[src/sv/cpc_pkg.sv]
// Shared types and constants for the cascaded position/current controller.
package cpc_pkg;

    localparam int GAIN_W     = 24;
    localparam int LIMIT_W    = 8;
    localparam int ERR_W      = 9;
    localparam int MEAS_W     = 8;
    localparam int SP_W       = 8;
    localparam int DUTY_W     = 7;
    localparam int CFG_IDX_W  = 3;
    localparam int POS_SUM_W  = 38;

    localparam logic OP_OUTER = 1'b0;
    localparam logic OP_INNER = 1'b1;

    localparam logic [CFG_IDX_W-1:0] REG_POS_KP      = 3'd0;
    localparam logic [CFG_IDX_W-1:0] REG_POS_KI_UP   = 3'd1;
    localparam logic [CFG_IDX_W-1:0] REG_POS_KI_DOWN = 3'd2;
    localparam logic [CFG_IDX_W-1:0] REG_POS_KD      = 3'd3;
    localparam logic [CFG_IDX_W-1:0] REG_UP_LIMIT    = 3'd4;
    localparam logic [CFG_IDX_W-1:0] REG_DOWN_LIMIT  = 3'd5;

    localparam logic [LIMIT_W-1:0] UP_LIMIT_RST   = 8'd60;
    localparam logic [LIMIT_W-1:0] DOWN_LIMIT_RST = 8'd20;

    // setpoint bands for inner gain scheduling (moving up)
    localparam int SP_BAND_A = 30;
    localparam int SP_BAND_B = 40;
    localparam int SP_BAND_C = 60;
    localparam int SP_BAND_D = 100;

    localparam int DUTY_MAX = 127;
    localparam int DUTY_MIN = 1;

    typedef struct packed {
        logic [GAIN_W-1:0]  kp;
        logic [GAIN_W-1:0]  ki_up;
        logic [GAIN_W-1:0]  ki_down;
        logic [GAIN_W-1:0]  kd;
        logic [LIMIT_W-1:0] up_limit;
        logic [LIMIT_W-1:0] down_limit;
    } pos_cfg_t;

    typedef struct packed {
        logic                    opcode;
        logic signed [ERR_W-1:0] position_error;
        logic                    direction;
        logic [MEAS_W-1:0]       measured_current;
    } item_t;

endpackage

[src/sv/cascaded_position_current_pid.sv]
// Top level: input register, config registers, outer and inner loops, result handshake.
// An accepted input beat waits in the input register; its result then lands in the loop state registers.
// Throughput: one beat per cycle unless stalled; one pass of multiply-add logic per
// step, from the input register into the loop state registers, which double as the
// result register. Reset: async active low; clears both valid flags and loads the
// loop state and config registers with their reset values.
module cascaded_position_current_pid #(
    parameter int GAIN_FRAC_BITS = 20
) (
    input  logic                                 clk,
    input  logic                                 rst_n,
    input  logic                                 in_valid,
    output logic                                 in_stall,
    input  logic                                 opcode,
    input  logic signed [cpc_pkg::ERR_W-1:0]     position_error,
    input  logic                                 direction,
    input  logic [cpc_pkg::MEAS_W-1:0]           measured_current,
    output logic                                 out_valid,
    input  logic                                 out_stall,
    output logic [cpc_pkg::SP_W-1:0]             current_setpoint,
    output logic [cpc_pkg::DUTY_W-1:0]           duty,
    input  logic                                 cfg_we,
    input  logic [cpc_pkg::CFG_IDX_W-1:0]        cfg_index,
    input  logic [cpc_pkg::GAIN_W-1:0]           cfg_data
);

    localparam int F    = GAIN_FRAC_BITS;
    localparam int GW   = cpc_pkg::GAIN_W;
    localparam int CG_W = F + 4;

    localparam logic [GW-1:0] KP_RST    = GW'(((64'(1) << F) + 64'(2)) / 64'(5));
    localparam logic [GW-1:0] KI_UP_RST = GW'(64'(1) << F);
    localparam logic [GW-1:0] KI_DN_RST = GW'(((64'(1) << F) + 64'(50)) / 64'(100));
    localparam logic [GW-1:0] KD_RST    = GW'(((64'(133) << F) + 64'(2500)) / 64'(5000));

    cpc_pkg::pos_cfg_t cfg_reg;
    cpc_pkg::item_t    item_reg;
    logic              in_vld_reg;
    logic              out_vld_reg;
    logic              advance;
    logic              outer_en;
    logic              inner_en;
    logic [CG_W-1:0]   cur_kp;
    logic [CG_W-1:0]   cur_ki;

    assign advance  = !out_vld_reg || !out_stall;
    assign in_stall = in_vld_reg && !advance;
    assign outer_en = advance && in_vld_reg && (item_reg.opcode == cpc_pkg::OP_OUTER);
    assign inner_en = advance && in_vld_reg && (item_reg.opcode == cpc_pkg::OP_INNER);

    always_ff @(posedge clk or negedge rst_n)
    begin
        if (!rst_n)
        begin
            in_vld_reg  <= 1'b0;
            out_vld_reg <= 1'b0;
        end
        else
        begin
            if (!in_stall)
                in_vld_reg <= in_valid;
            if (advance)
                out_vld_reg <= in_vld_reg;
        end
    end

    always_ff @(posedge clk)
    begin
        if (in_valid && !in_stall)
        begin
            item_reg.opcode           <= opcode;
            item_reg.position_error   <= position_error;
            item_reg.direction        <= direction;
            item_reg.measured_current <= measured_current;
        end
    end

    always_ff @(posedge clk or negedge rst_n)
    begin
        if (!rst_n)
        begin
            cfg_reg.kp         <= KP_RST;
            cfg_reg.ki_up      <= KI_UP_RST;
            cfg_reg.ki_down    <= KI_DN_RST;
            cfg_reg.kd         <= KD_RST;
            cfg_reg.up_limit   <= cpc_pkg::UP_LIMIT_RST;
            cfg_reg.down_limit <= cpc_pkg::DOWN_LIMIT_RST;
        end
        else if (cfg_we)
        begin
            unique case (cfg_index)
                cpc_pkg::REG_POS_KP:      cfg_reg.kp         <= cfg_data;
                cpc_pkg::REG_POS_KI_UP:   cfg_reg.ki_up      <= cfg_data;
                cpc_pkg::REG_POS_KI_DOWN: cfg_reg.ki_down    <= cfg_data;
                cpc_pkg::REG_POS_KD:      cfg_reg.kd         <= cfg_data;
                cpc_pkg::REG_UP_LIMIT:    cfg_reg.up_limit   <= cfg_data[cpc_pkg::LIMIT_W-1:0];
                cpc_pkg::REG_DOWN_LIMIT:  cfg_reg.down_limit <= cfg_data[cpc_pkg::LIMIT_W-1:0];
                default: ;
            endcase
        end
    end

    cpc_outer #(
        .GAIN_FRAC_BITS (GAIN_FRAC_BITS)
    ) u_outer (
        .clk            (clk),
        .rst_n          (rst_n),
        .step_en        (outer_en),
        .position_error (item_reg.position_error),
        .direction      (item_reg.direction),
        .cfg            (cfg_reg),
        .setpoint       (current_setpoint),
        .cur_kp         (cur_kp),
        .cur_ki         (cur_ki)
    );

    cpc_inner #(
        .GAIN_FRAC_BITS (GAIN_FRAC_BITS)
    ) u_inner (
        .clk              (clk),
        .rst_n            (rst_n),
        .step_en          (inner_en),
        .measured_current (item_reg.measured_current),
        .setpoint         (current_setpoint),
        .cur_kp           (cur_kp),
        .cur_ki           (cur_ki),
        .duty             (duty)
    );

    assign out_valid = out_vld_reg;

    // inner step always leaves duty inside 1..127
    a_duty_nonzero: assert property (@(posedge clk) disable iff (!rst_n)
        inner_en |=> (duty != '0))
        else $error("duty zero after inner step");

    // inner step leaves the setpoint alone
    a_inner_keeps_sp: assert property (@(posedge clk) disable iff (!rst_n)
        inner_en |=> $stable(current_setpoint))
        else $error("setpoint moved on inner step");

    // outer step leaves the duty alone
    a_outer_keeps_duty: assert property (@(posedge clk) disable iff (!rst_n)
        outer_en |=> $stable(duty))
        else $error("duty moved on outer step");

    // setpoint never exceeds the limit for the direction taken
    a_sp_limit: assert property (@(posedge clk) disable iff (!rst_n)
        outer_en |=> (current_setpoint <= ($past(item_reg.direction) ?
            $past(cfg_reg.up_limit) : $past(cfg_reg.down_limit))))
        else $error("setpoint above limit");

endmodule

[src/sv/cpc_outer.sv]
// Outer position loop: incremental PID, setpoint clamp and inner gain scheduling.
module cpc_outer #(
    parameter int GAIN_FRAC_BITS = 20
) (
    input  logic                                clk,
    input  logic                                rst_n,
    input  logic                                step_en,
    input  logic signed [cpc_pkg::ERR_W-1:0]    position_error,
    input  logic                                direction,
    input  cpc_pkg::pos_cfg_t                   cfg,
    output logic [cpc_pkg::SP_W-1:0]            setpoint,
    output logic [GAIN_FRAC_BITS+3:0]           cur_kp,
    output logic [GAIN_FRAC_BITS+3:0]           cur_ki
);

    localparam int F     = GAIN_FRAC_BITS;
    localparam int CG_W  = F + 4;
    localparam int ACC_W = F + 10;
    localparam int SUM_W = cpc_pkg::POS_SUM_W;
    localparam int T_W   = SUM_W - F;
    localparam int KE_W  = cpc_pkg::GAIN_W + 2;
    localparam int PE_W  = KE_W + 1 + cpc_pkg::ERR_W;
    localparam int PO_W  = cpc_pkg::GAIN_W + 1 + cpc_pkg::ERR_W;

    localparam logic [CG_W-1:0] KP_A = CG_W'(((64'(9) << F) + 64'(10)) / 64'(20));
    localparam logic [CG_W-1:0] KI_A = CG_W'(((64'(3) << F) + 64'(1)) / 64'(2));
    localparam logic [CG_W-1:0] KP_B = CG_W'(((64'(3) << F) + 64'(400)) / 64'(800));
    localparam logic [CG_W-1:0] KI_B = CG_W'(((64'(1) << F) + 64'(40)) / 64'(80));
    localparam logic [CG_W-1:0] KP_C = CG_W'(((64'(3) << F) + 64'(2000)) / 64'(4000));
    localparam logic [CG_W-1:0] KI_C = CG_W'(((64'(27) << F) + 64'(5000)) / 64'(10000));
    localparam logic [CG_W-1:0] KP_D = CG_W'(((64'(9) << F) + 64'(10000)) / 64'(20000));
    localparam logic [CG_W-1:0] KI_D = CG_W'(((64'(3) << F) + 64'(1000)) / 64'(2000));

    localparam logic signed [T_W-1:0] BAND_A = T_W'(cpc_pkg::SP_BAND_A);
    localparam logic signed [T_W-1:0] BAND_B = T_W'(cpc_pkg::SP_BAND_B);
    localparam logic signed [T_W-1:0] BAND_C = T_W'(cpc_pkg::SP_BAND_C);
    localparam logic signed [T_W-1:0] BAND_D = T_W'(cpc_pkg::SP_BAND_D);

    logic signed [cpc_pkg::ERR_W-1:0] prev_err_reg, older_err_reg;
    logic signed [ACC_W-1:0]          acc_reg, acc_next;
    logic [cpc_pkg::SP_W-1:0]         sp_reg, sp_next;
    logic [CG_W-1:0]                  kp_reg, kp_next, ki_reg, ki_next;

    logic [cpc_pkg::GAIN_W-1:0]   ki_sel;
    logic [cpc_pkg::LIMIT_W-1:0]  lim;
    logic signed [KE_W:0]         k_e_s, k_p_s;
    logic signed [cpc_pkg::GAIN_W:0] k_o_s;
    logic signed [PE_W-1:0]       prod_e, prod_p;
    logic signed [PO_W-1:0]       prod_o;
    logic signed [SUM_W-1:0]      sum, acc_clip;
    logic signed [T_W-1:0]        t_floor, t_trunc, t_clip, lim_s;

    assign ki_sel = direction ? cfg.ki_up : cfg.ki_down;
    assign lim    = direction ? cfg.up_limit : cfg.down_limit;

    assign k_e_s = {1'b0, KE_W'(cfg.kp) + KE_W'(ki_sel) + KE_W'(cfg.kd)};
    assign k_p_s = {1'b0, KE_W'(cfg.kp) + KE_W'({cfg.kd, 1'b0})};
    assign k_o_s = {1'b0, cfg.kd};

    assign prod_e = k_e_s * position_error;
    assign prod_p = k_p_s * prev_err_reg;
    assign prod_o = k_o_s * older_err_reg;

    assign sum = SUM_W'(acc_reg) + SUM_W'(prod_e) - SUM_W'(prod_p) + SUM_W'(prod_o);

    // truncate toward zero
    assign t_floor = T_W'(sum >>> F);
    assign t_trunc = t_floor + T_W'(sum[SUM_W-1] & (|sum[F-1:0]));
    assign lim_s   = T_W'(lim);

    always_comb
    begin
        t_clip   = t_trunc;
        acc_clip = sum;
        if (t_trunc > lim_s)
        begin
            t_clip   = lim_s;
            acc_clip = SUM_W'(lim) << F;
        end
        kp_next = kp_reg;
        ki_next = ki_reg;
        if (direction)
        begin
            if (t_clip < BAND_A)
            begin
                kp_next = KP_A;
                ki_next = KI_A;
            end
            else if (t_clip < BAND_B)
            begin
                kp_next = KP_B;
                ki_next = KI_B;
            end
            else if (t_clip < BAND_C)
            begin
                kp_next = KP_C;
                ki_next = KI_C;
            end
            else if (t_clip < BAND_D)
            begin
                kp_next = KP_D;
                ki_next = KI_D;
            end
        end
        else
        begin
            kp_next = KP_B;
            ki_next = KI_B;
        end
        sp_next  = t_clip[cpc_pkg::SP_W-1:0];
        acc_next = ACC_W'(acc_clip);
        if (t_clip[T_W-1])
        begin
            sp_next  = '0;
            acc_next = '0;
        end
    end

    always_ff @(posedge clk or negedge rst_n)
    begin
        if (!rst_n)
        begin
            prev_err_reg  <= '0;
            older_err_reg <= '0;
            acc_reg       <= '0;
            sp_reg        <= '0;
            kp_reg        <= KP_D;
            ki_reg        <= KI_D;
        end
        else if (step_en)
        begin
            prev_err_reg  <= position_error;
            older_err_reg <= prev_err_reg;
            acc_reg       <= acc_next;
            sp_reg        <= sp_next;
            kp_reg        <= kp_next;
            ki_reg        <= ki_next;
        end
    end

    assign setpoint = sp_reg;
    assign cur_kp   = kp_reg;
    assign cur_ki   = ki_reg;

endmodule

[src/sv/cpc_inner.sv]
// Inner current loop: incremental PI with duty saturation.
module cpc_inner #(
    parameter int GAIN_FRAC_BITS = 20
) (
    input  logic                             clk,
    input  logic                             rst_n,
    input  logic                             step_en,
    input  logic [cpc_pkg::MEAS_W-1:0]       measured_current,
    input  logic [cpc_pkg::SP_W-1:0]         setpoint,
    input  logic [GAIN_FRAC_BITS+3:0]        cur_kp,
    input  logic [GAIN_FRAC_BITS+3:0]        cur_ki,
    output logic [cpc_pkg::DUTY_W-1:0]       duty
);

    localparam int F      = GAIN_FRAC_BITS;
    localparam int CG_W   = F + 4;
    localparam int DACC_W = F + cpc_pkg::DUTY_W + 1;
    localparam int DSUM_W = F + 16;
    localparam int T_W    = DSUM_W - F;
    localparam int P1_W   = CG_W + 2 + cpc_pkg::ERR_W;
    localparam int P2_W   = CG_W + 1 + cpc_pkg::ERR_W;

    localparam logic signed [T_W-1:0] T_MAX = T_W'(cpc_pkg::DUTY_MAX);
    localparam logic signed [T_W-1:0] T_MIN = T_W'(cpc_pkg::DUTY_MIN);

    logic signed [cpc_pkg::ERR_W-1:0] prev_err_reg;
    logic signed [cpc_pkg::ERR_W-1:0] err;
    logic [DACC_W-1:0]                dacc_reg, dacc_next;
    logic signed [CG_W+1:0]           k_e_s;
    logic signed [CG_W:0]             k_p_s;
    logic signed [P1_W-1:0]           prod_e;
    logic signed [P2_W-1:0]           prod_p;
    logic signed [DSUM_W-1:0]         sum;
    logic signed [T_W-1:0]            t_floor, t_trunc;

    assign err   = {1'b0, setpoint} - {1'b0, measured_current};
    assign k_e_s = {1'b0, (CG_W+1)'(cur_kp) + (CG_W+1)'(cur_ki)};
    assign k_p_s = {1'b0, cur_kp};

    assign prod_e = k_e_s * err;
    assign prod_p = k_p_s * prev_err_reg;

    assign sum = DSUM_W'(dacc_reg) + DSUM_W'(prod_e) - DSUM_W'(prod_p);

    assign t_floor = T_W'(sum >>> F);
    assign t_trunc = t_floor + T_W'(sum[DSUM_W-1] & (|sum[F-1:0]));

    always_comb
    begin
        dacc_next = DACC_W'(sum);
        if (t_trunc > T_MAX)
            dacc_next = DACC_W'(cpc_pkg::DUTY_MAX) << F;
        else if (t_trunc < T_MIN)
            dacc_next = DACC_W'(cpc_pkg::DUTY_MIN) << F;
    end

    always_ff @(posedge clk or negedge rst_n)
    begin
        if (!rst_n)
        begin
            prev_err_reg <= '0;
            dacc_reg     <= '0;
        end
        else if (step_en)
        begin
            prev_err_reg <= err;
            dacc_reg     <= dacc_next;
        end
    end

    assign duty = dacc_reg[F+cpc_pkg::DUTY_W-1:F];

endmodule

[config.mk]
export PLATFORM = sky130hd
export DESIGN_NAME = cascaded_position_current_pid
export DESIGN_NICKNAME = d
export VERILOG_FILES = /design/src/sv/cpc_pkg.sv /design/src/sv/cascaded_position_current_pid.sv /design/src/sv/cpc_outer.sv /design/src/sv/cpc_inner.sv
export SDC_FILE = /design/constraint.sdc
export NUM_CORES = 2
export LEC_CHECK = 0
export ABC_AREA = 1
export BUFFER_PORTS_ARGS = -buffer_cell sky130_fd_sc_hd__buf_2
export CORE_ASPECT_RATIO = 1.1
export CORE_MARGIN = 10
export CORE_UTILIZATION = 58
export DETAILED_ROUTE_END_ITERATION = 8
export PLACE_DENSITY_LB_ADDON = 0.25
export SYNTH_ARGS = -nofsm -noshare
export SYNTH_HDL_FRONTEND = slang
export SYNTH_HIERARCHICAL = 1
export SYNTH_SLANG_ARGS = --single-unit
[constraint.sdc]
create_clock -name clk -period 14.6 [get_ports clk]
set_input_delay 0.73 -clock clk [delete_from_list [all_inputs] [get_ports clk]]
set_output_delay 0.73 -clock clk [all_outputs]
set_load 0.03 [all_outputs]
==> flow_summary.ini <==
[clock_tree]
numCtsBuffers = 35
worstSkewPairLatency_ps = 600
root_buffer = clkbuf_16
cts.clk_slew.worst_paths_ps = 60
clock-sinks = 236
cts_tree = done
htreeDepth = 2
clockBufferDepth = 3

[worst_hold_path]
hold_path_class = in -> async

[synthesis]
yosysUniqueCellTypes = 62
ys_async_sr_fraction = 0.919
netlist_instances = 7161
synth_top_family_by_area = adder cells
synth_area_sq_mm = 0.0563
synthAdderAreaFrac = 0.485
yosys.area_share.simple = 0.217
synth_mux_area_frac = 0.00160
yosys.area_share.xor_xnor = 0.0202
ys.flop_type = dfrtp_1
synth_seq_area_share = 0.107
synth-edff-count = 19
avgSynthCellArea_sq_um = 7.86
synth_compound_area_frac = 0.0333
yosys_warnings = 6
ys_seq_elements = 236

[critical_path]
cpPeakStageDelay_ps = 570
worstPathArrival_ps = 14200
critical_path_class = reg -> reg
startpoint_type = register
worstSetupEndpointType = register
crit_path_max_fanout = 10
critPathMostFrequentCell = nand2_1
critical_path.slowest_cell = fa_1
cp.required_ps = 15050

[route]
num_vias = 45430
ant_nets = 0
first_iter_violations = 3209
post_drt_wl_per_cell_microns = 19.5
wirelength_microns = 163000
drc = 0
drtPass1Iterations = 6
vias_per_cell = 5.41

[global_routing]
grt.total_usage = 0.304
antenna_found_initial = 4
grt_overflow = 0
grt_pass1_vias = 48015
grt_pass1_wl_microns = 261000
grt_max_degree = 105

[placement]
dp.cells = 8314
pre_cts_slack_ps = 391
globalplace.congestion = 0.977
portBuffers = 67
dpl.hpwl_microns = 137000

[sta]
setup_violations = 0
final.period_utilization = 0.942
max_slew_margin = -0.0482
finalHoldViolations = 0
max_freq_mhz = 72.7
setup_ws_ps = 854
finalMaxSlewViolations = 10
tightest_slew_ps = 1550
setup_tns_ps = 0
final.setup_skew_ps = 43.5
layout_min_cycle_time_ps = 13750

[status]
outcome = complete, but fails checks
violations = max-slew violations

[floorplanning]
start_util = 0.586
coreArea_sq_mm = 0.0960
dieWidth_microns = 317
die_h_microns = 347
ios = 68
die-area_sq_mm = 0.110
rows = 119

[layout]
largest_register_ff_count = 112
mostFrequentLayoutCells = nand2_1, inv_1, fa_1, nor2_1, ha_1
n_fill_cell = 8712
nets = 8687
final_common_cell = nand2_1
layout-drive-gt1-share = 0.0632
final_cells = 8390
area_growth_pct = 4.68

[flow_run]
drv_cap = 0
==> cell type report <==
class                      count  area [sq um]  share of cell area
antenna                        3          7.51            0.000127
clock buffer                  48           965              0.0164
clock inverter                14           181             0.00308
inverter                    1704          6400               0.108
multi-input combinational   4976         42900               0.727
sequential                   236          6050               0.103
tap                         1270          1590              0.0270
timing repair buffer         139           897              0.0152
==> synthesized netlist by cell type, types with 4 or more instances <==
master	number	area share
nand2_1	2003	0.13
inv_1	1660	0.11
fa_1	1065	0.38
nor2_1	482	0.032
ha_1	479	0.11
nand3_1	199	0.018
dfrtp_1	179	0.080
clkbuf_1	178	0.012
a21oi_1	148	0.013
o21ai_0	96	0.0085
xor2_1	77	0.012
nand4_1	63	0.0070
or2_2	51	0.0057
buf_4	49	0.0065
xnor2_1	49	0.0076
dfstp_2	38	0.018
inv_2	35	0.0023
nand2_2	34	0.0038
buf_2	27	0.0024
nor2_2	20	0.0022
nor2_4	20	0.0040
edfxtp_1	19	0.010
nor3_1	18	0.0016
a32o_1	15	0.0027
o21bai_1	14	0.0019
buf_1	12	0.00080
nor4_1	10	0.0011
and2_1	9	0.0010
clkinv_1	9	0.00060
mux2i_1	9	0.0016
a31oi_1	8	0.00089
a211oi_1	7	0.00093
o21ai_1	7	0.00062
a21boi_0	5	0.00067
nand2_4	5	0.0010
nand3_2	5	0.00089
nor3_2	5	0.00089
o211ai_1	5	0.00067
nand3_4	4	0.0012
nand4_2	4	0.00089
==> metrics by stage <==
stage	cell area, sq um	util	hold WS, ps
detailed placement	57600	0.600	454
global placement	57600	0.600	451
floorplan	56400	-	434
CTS	58700	0.612	237
global route	58900	0.614	256
finish	59000	0.614	192
==> worst paths after layout <==
| kind | endpoint | start | cells after the start | slack, ps |
|---|---|---|---|---|
| max in group asynchronous | u_outer/cur_kp[17] | rst_n | 2 | 12920 |
| min | u_inner/dacc_reg[23] | rst_n | 1 | 190 |
| max reg2reg | u_outer/cur_kp[17] | item_reg[8] | 70 | 850 |
| max | u_outer/cur_kp[17] | item_reg[8] | 70 | 850 |
| min in group clk | item_reg[17] | position_error[8] | 1 | 310 |
| min reg2reg | cfg_reg[84] | cfg_reg[84] | 2 | 460 |
==> layer usage <==
layer | part of all wire | vias up | global-route usage
li1 | - | 20797 | -
met1 | 0.35 | 22400 | 0.342
met2 | 0.50 | 1667 | 0.521
met3 | 0.055 | 562 | 0.0352
met4 | 0.095 | 4 | 0.235
met5 | 0.00017 | - | 0
==> worst max-delay path, delay by kind of cell, from the launching register on <==
| family | cells | cell delay, ps |
|---|---|---|
| DFF | 1 | 480 |
| and+or+nand+nor | 34 | 4300 |
| buffers and inverters | 8 | 930 |
| xor gates and xnor gates | 2 | 490 |
| adders and majority gates | 14 | 5770 |
| AOI/OAI and AO/OA | 12 | 1640 |
==> logic make-up (layout without fill, tap and decap cells) <==
group	count (synthesis)	count (layout)
XOR/XNOR	128	128
adder cells (fa/ha/maj)	1544	1544
flip-flops	236	236
other	2	24
multiplexers	9	9
buffers and inverters	1970	1905
AO/OA/AOI/OAI	327	328
AND/OR/NAND/NOR	2945	2946
==> repair_timing <==
action,in CTS,in global routing
setup buffers,0,9
hold buffers,0,0
setup endpoints to repair,0,48
resized for setup,0,31
Power is left out: the tool's default activity adds up to more than one toggle a clock period on the data nets, which glitch-free logic cannot reach.
